[src/rtl/qpht_mod.sv]
module qpht_mod #(
	parameter int SZW = 11,
	parameter int DW  = 21
) (
	input  logic           clk,
	input  logic           arst_n,
	input  logic           start,
	input  logic [DW-1:0]  dividend,
	input  logic [3:0]     top_bit,
	input  logic [SZW-1:0] size,
	output logic           done,
	output logic [DW-1:0]  rem
);
	localparam int SW = DW + SZW + 16;

	logic          busy_q, done_q;
	logic [3:0]    bit_q;
	logic [DW-1:0] rem_q;
	logic [SW-1:0] shifted;
	logic          ge;

	// restoring reduction, one quotient bit a cycle
	assign shifted = SW'(size) << bit_q;
	assign ge      = SW'(rem_q) >= shifted;

	always_ff @(posedge clk or negedge arst_n) begin
		if (!arst_n) begin
			busy_q <= 1'b0;
			done_q <= 1'b0;
			bit_q  <= '0;
		end else if (start) begin
			busy_q <= 1'b1;
			done_q <= 1'b0;
			bit_q  <= top_bit;
		end else if (busy_q) begin
			if (bit_q == 4'd0) begin
				busy_q <= 1'b0;
				done_q <= 1'b1;
			end else begin
				bit_q <= bit_q - 4'd1;
			end
		end else begin
			done_q <= 1'b0;
		end
	end

	always_ff @(posedge clk) begin
		if (start) begin
			rem_q <= dividend;
		end else if (busy_q && ge) begin
			rem_q <= rem_q - DW'(shifted);
		end
	end

	assign done = done_q;
	assign rem  = rem_q;
endmodule

[config.mk]
export PLATFORM = sky130hd
export DESIGN_NAME = qpht_mod
export DESIGN_NICKNAME = d
export VERILOG_FILES = /design/src/rtl/qpht_mod.sv
export SDC_FILE = /design/constraint.sdc
export NUM_CORES = 1
export LEC_CHECK = 0
export ABC_AREA = 1
export BUFFER_PORTS_ARGS = -buffer_cell sky130_fd_sc_hd__buf_2
export CAP_MARGIN = 5
export CORE_MARGIN = 2
export CORE_UTILIZATION = 56
export CTS_CLUSTER_DIAMETER = 200
export DETAILED_ROUTE_END_ITERATION = 6
export HOLD_SLACK_MARGIN = 0.03
export PLACE_DENSITY = 0.81
export SKIP_LAST_GASP = 1
export SLEW_MARGIN = 40
export SYNTH_ARGS = -nofsm -noshare
export SYNTH_HDL_FRONTEND = slang
export SYNTH_SLANG_ARGS = --single-unit
[constraint.sdc]
create_clock -name clk -period 6.2 [get_ports clk]
set_clock_uncertainty 0.2 [all_clocks]
set_input_delay 1.24 -clock clk [delete_from_list [all_inputs] [get_ports clk]]
set_output_delay 1.24 -clock clk [all_outputs]
set_load 0.01 [all_outputs]
Word-level counts from Yosys, hierarchy flattened:

Cells that the tools add are included.

* register bits: 27
* bits in latches: 0
* bits in writable memories: 0
* memory bits (read-only): 0
* bits of input ports: 39
* output and inout port bits: 22
* logic and storage cells: 26
* memories: 0

* $add $sub $neg: 2
* multiply operators: 0
* divide/modulo/power cells: 0
* $lt $le $gt $ge: 1
* equal/unequal tests: 2
* shift-type cells: 1
* muxes and demuxes: 11
* bitwise operators: 0
* reductions and logical operators: 5

Operators with widths (number)
* $ge A21 B48 Y1: 1
* $shl A11 B4 Y48: 1
* $mux W21: 2
* $sub A21 B21 Y21: 1
* $mux W4: 3
* $mux W1: 6
* $logic_not A4 Y1: 1
* $reduce_bool A2 Y1: 2
* $sub A4 B1 Y4 const B: 1
* $ne A3 B2 Y1 const B: 1
* $ne A2 B2 Y1 const B: 1
* $reduce_and A2 Y1: 1
* $logic_and A1 B1 Y1: 1

Longest topological paths before layout:

* depth in word-level cells: 5
* gate-level depth with buffers: 21
* mapped depth without buffers: 21

Least setup slack after synthesis:

OpenSTA, ideal clock, no wires.

* kind: input port to flip-flop
* start point: input size[1]
* end point: register rem_q[0] (netlist: rem[0]), enable pin
* library setup time: 0.378 ns
* data arrival time: 3.428 ns
* required time: 5.622 ns
* slack: 2.194 ns
* stages on the path: 16
* buffers on the path: 0
* cells stage by stage: inv_1 > nand2_1 > o21ai_0 > o21ai_0 > o21ai_1 > or2_1 > ha_1 > nand2_1 > nor2_1 > nand2_1 > nand3b_1 > nand3_1 > nand2_1 > nand2_1 > nand2_1 > nand2_1

* word-level cells in the longest chain between the ends: 4

Ends and longest elaborated chain
* from (decl): RTL line 10 `input logic [SZW-1:0] size,`
* $shl A11 B4 Y48: RTL line 23 `assign shifted = SW'(size) << bit_q;`
* $ge A21 B48 Y1: RTL line 24 `assign ge = SW'(rem_q) >= shifted;`
* $logic_and A1 B1 Y1: RTL line 50 `end else if (busy_q && ge) begin`
* $reduce_bool A2 Y1 (no line)
* to (signal assigned): RTL line 49 `rem_q <= dividend;`
* to (signal assigned): RTL line 51 `rem_q <= rem_q - DW'(shifted);`
* to (decl): RTL line 18 `logic [DW-1:0] rem_q;`

Every way passes these cells.
A chain may end at the register's enable or synchronous reset.

Final worst setup path:

* start point: input size[1]
* end point: register rem_q[20] (netlist: rem[20]), enable pin

The elaborated chain is that of the path after synthesis.

==> impl_metrics.tcl <==
set metrics [dict create \
    fmax_ghz 0.239 \
    num_vias 3415 \
    worstHoldPathType "reg -> reg" \
    port_buffers 60 \
    cp_common_cell "nand2_1" \
    cts_buffers 3 \
    area_growth_pct 11.6 \
    post_cts_buffers 0 \
    grt_setup_unrepaired "false" \
    fin_crit_sh_pct 67.5 \
    cap_violations 0 \
    postRouteAntennaNets 0 \
    start_util_pct 57.5 \
    ys_types 38 \
    drt_wl_total_um 8750 \
    path_delay_family "simple AND/OR/NAND/NOR gates" \
    arrival_ns 3.90 \
    syn_inst 515 \
    die_height_um 78.9 \
    antenna_cells 0 \
    grtUsageTotal_pct 29.3 \
    yosys_warnings 0 \
    rows 27 \
    min_period_ns 4.19 \
    clk_path_buf_depth 2 \
    drive_gt1_share_pct 14.5 \
    synth_compound_area_share_pct 10.9 \
    async_flop_share_pct 22.2 \
    dpl.hpwl_um 6850 \
    finalSetupTns_ns 0 \
    first_pass_iters 4 \
    synth_seq_area_share_pct 24.8 \
    slew_viol_final 0 \
    synth_edf_count 21 \
    startpoint_type "primary input" \
    cts-root-buf "clkbuf_8" \
    path_buf_inv 3 \
    hold_viol 0 \
    boundaryPins 61 \
    grt_remaining_overflow 0 \
    cts_tree "built" \
    critPathMaxStageDelay_ns 0.40 \
    antenna_found_initial 0 \
    worstPathMaxFanout 21 \
    path_class "in -> reg" \
    grt_first_pass_wirelength_um 14600 \
    yosys.area_share.adder_pct 9.39 \
    clock_latency_ns 0.28 \
    cts_resized 0 \
    drtIter0Drc 256 \
    cp_cell_sequence "buf_2 -> inv_1 -> nand2_1 -> o21ai_0 -> o21ai_0 -> nand2_1 -> nand2_1 -> o21ai_0 -> ha_1 -> nand2_1 -> inv_1 -> a21oi_1 -> nand2_1 -> nand2_1 -> nand3_1 -> nand2_1 -> nand2_1 -> nand2_1 -> nand2_2" \
    gp_congestion 1.02 \
    routedWlPerCell_um 13.8 \
    clk_pin_slew_worst_paths_ns 0.11 \
    htreeDepth 1 \
    cp.required_ns 5.91 \
    synth_xor_area_share_pct 0.835 \
    die_area_um2 6230 \
    vias_per_cell 5.37 \
    final_nets 627 \
    cts_num_sinks 27 \
    worstMarginPinSlew_ns 0.580 \
    holdBufCountCts 0 \
    synthMuxAreaShare_pct 0.318 \
    critPathSlowestCell "ha_1" \
    synth_ff_type "edfxtp_1" \
    setup_violations 0 \
    run_status "finished, final reports clean" \
    grt_pass1_vias 3109 \
    core_um2 5470 \
    synth_area_um2 3150 \
    synth_top_family_by_area "simple AND/OR/NAND/NOR gates" \
    ys_seq_elements 27 \
    die_w_um 78.9 \
    worstSetupEndpointType "register" \
    yosys.area_share.simple_pct 44.6 \
    slew-limit-headroom_pct 61.2 \
    grt_max_degree 32 \
    drc 0 \
    avgSynthCellArea_um2 6.11 \
    syn_nets 577 \
]
## Yosys cell counts, types with 2 or more instances
master    instances  share of area (%)
nand2_1         206                 25
inv_1            54                6.4
nand3_1          51                8.1
nor2_1           34                4.1
ha_1             22                8.8
o21ai_0          22                3.5
edfxtp_1         21                 20
a21oi_1          17                2.7
o21ai_1          12                1.9
clkbuf_1          7               0.84
nand3b_1          7                1.7
dfrtp_1           6                4.8
or2_1             6                1.2
buf_2             5               0.80
nand4_1           5               0.99
nor3_1            4               0.64
a31oi_1           3               0.60
inv_2             3               0.36
nand3_2           3               0.95
nor2_2            3               0.60
o21bai_1          3               0.72
and2_1            2               0.40
o21ai_2           2               0.56
or2_2             2               0.40
xor2_1            2               0.56
## registers in the layout, summed over array words and instances, names as in the netlist
name and flops:
rem 21, bit_q 4, busy_q 1, done 1
## placed cells by master, fill, tap and decap left out, types with 4 or more instances in the layout
cell type,instances
or2_1,6
inv_2,4
buf_2,60
o21ai_0,22
ha_1,22
nand2_1,205
nand3_1,51
o21ai_1,12
inv_1,53
nand4_1,5
edfxtp_1,21
nand3b_1,7
dfrtp_1,6
nor2_1,34
a21oi_1,17
nor3_1,4
## area by class of cell
cell class	instances	area, um^2
Clock buffer	3	41.3
Clock inverter	1	5.00
Fill cell	563	1960
Inverter	57	214
Multi-Input combinational cell	416	2080
Sequential cell	27	781
Tap cell	72	90.1
Timing Repair Buffer	60	300
## worst paths after layout
kind	startpoint	slack (ns)	cells after the start	endpoint
setup / recovery	size[1]	2.01	19	rem[20]
max in group asynchronous	arst_n	5.09	1	done
hold / removal	busy_q	0.33	2	done
min in group asynchronous	arst_n	0.56	1	bit_q[3]
setup reg to reg	bit_q[0]	2.31	17	rem[20]
hold reg to reg	busy_q	0.33	2	done
## layer usage
layer	vias to the layer above	share of wire [%]	track usage, %	routed length, um
met5	-	0	0	0
met4	0	1.5	6.72	133
met1	1493	46	40.7	4050
li1	1770	-	-	-
met2	136	46	49.7	4010
met3	16	6.4	2.73	558
## stage by stage
| step | area [um^2] | util (%) | hold slack [ns] | std cells | setup slack, ns |
|---|---|---|---|---|---|
| 2_1_floorplan | 3150 | - | 0.292 | 515 | 2.19 |
| 3_3_place_gp | 3460 | 63.3 | 0.313 | 632 | 1.48 |
| 3_5_place_dp | 3460 | 63.3 | 0.315 | 632 | 1.73 |
| 4_1_cts | 3510 | 64.2 | 0.332 | 636 | 2.03 |
| 5_1_grt | 3510 | 64.2 | 0.373 | 636 | 1.69 |
| 6_report | 3510 | 64.2 | 0.333 | 636 | 2.01 |
## kinds of logic after synthesis
kind of cell               Yosys count
DFF                                 27
and+or+nand+nor                    327
adders and majority gates           23
AOI/OAI and AO/OA                   62
muxes                                1
xor gates and xnor gates             3
buffers and inverters               72
## worst register-to-register path, cell delays in order (launching register included)
cell	delay (ns)
dfrtp_1	0.61
inv_2	0.22
nand2_1	0.12
o21ai_2	0.06
o21ai_1	0.19
o21ai_1	0.12
o21ai_0	0.33
ha_1	0.36
nand2_1	0.16
inv_1	0.06
a21oi_1	0.30
nand2_1	0.09
nand2_1	0.08
nand3_1	0.07
nand2_1	0.08
nand2_1	0.05
nand2_1	0.07
nand2_2	0.33
Power is left out: the tool's default activity adds up to more than one toggle a clock period on the data nets, which glitch-free logic cannot reach.
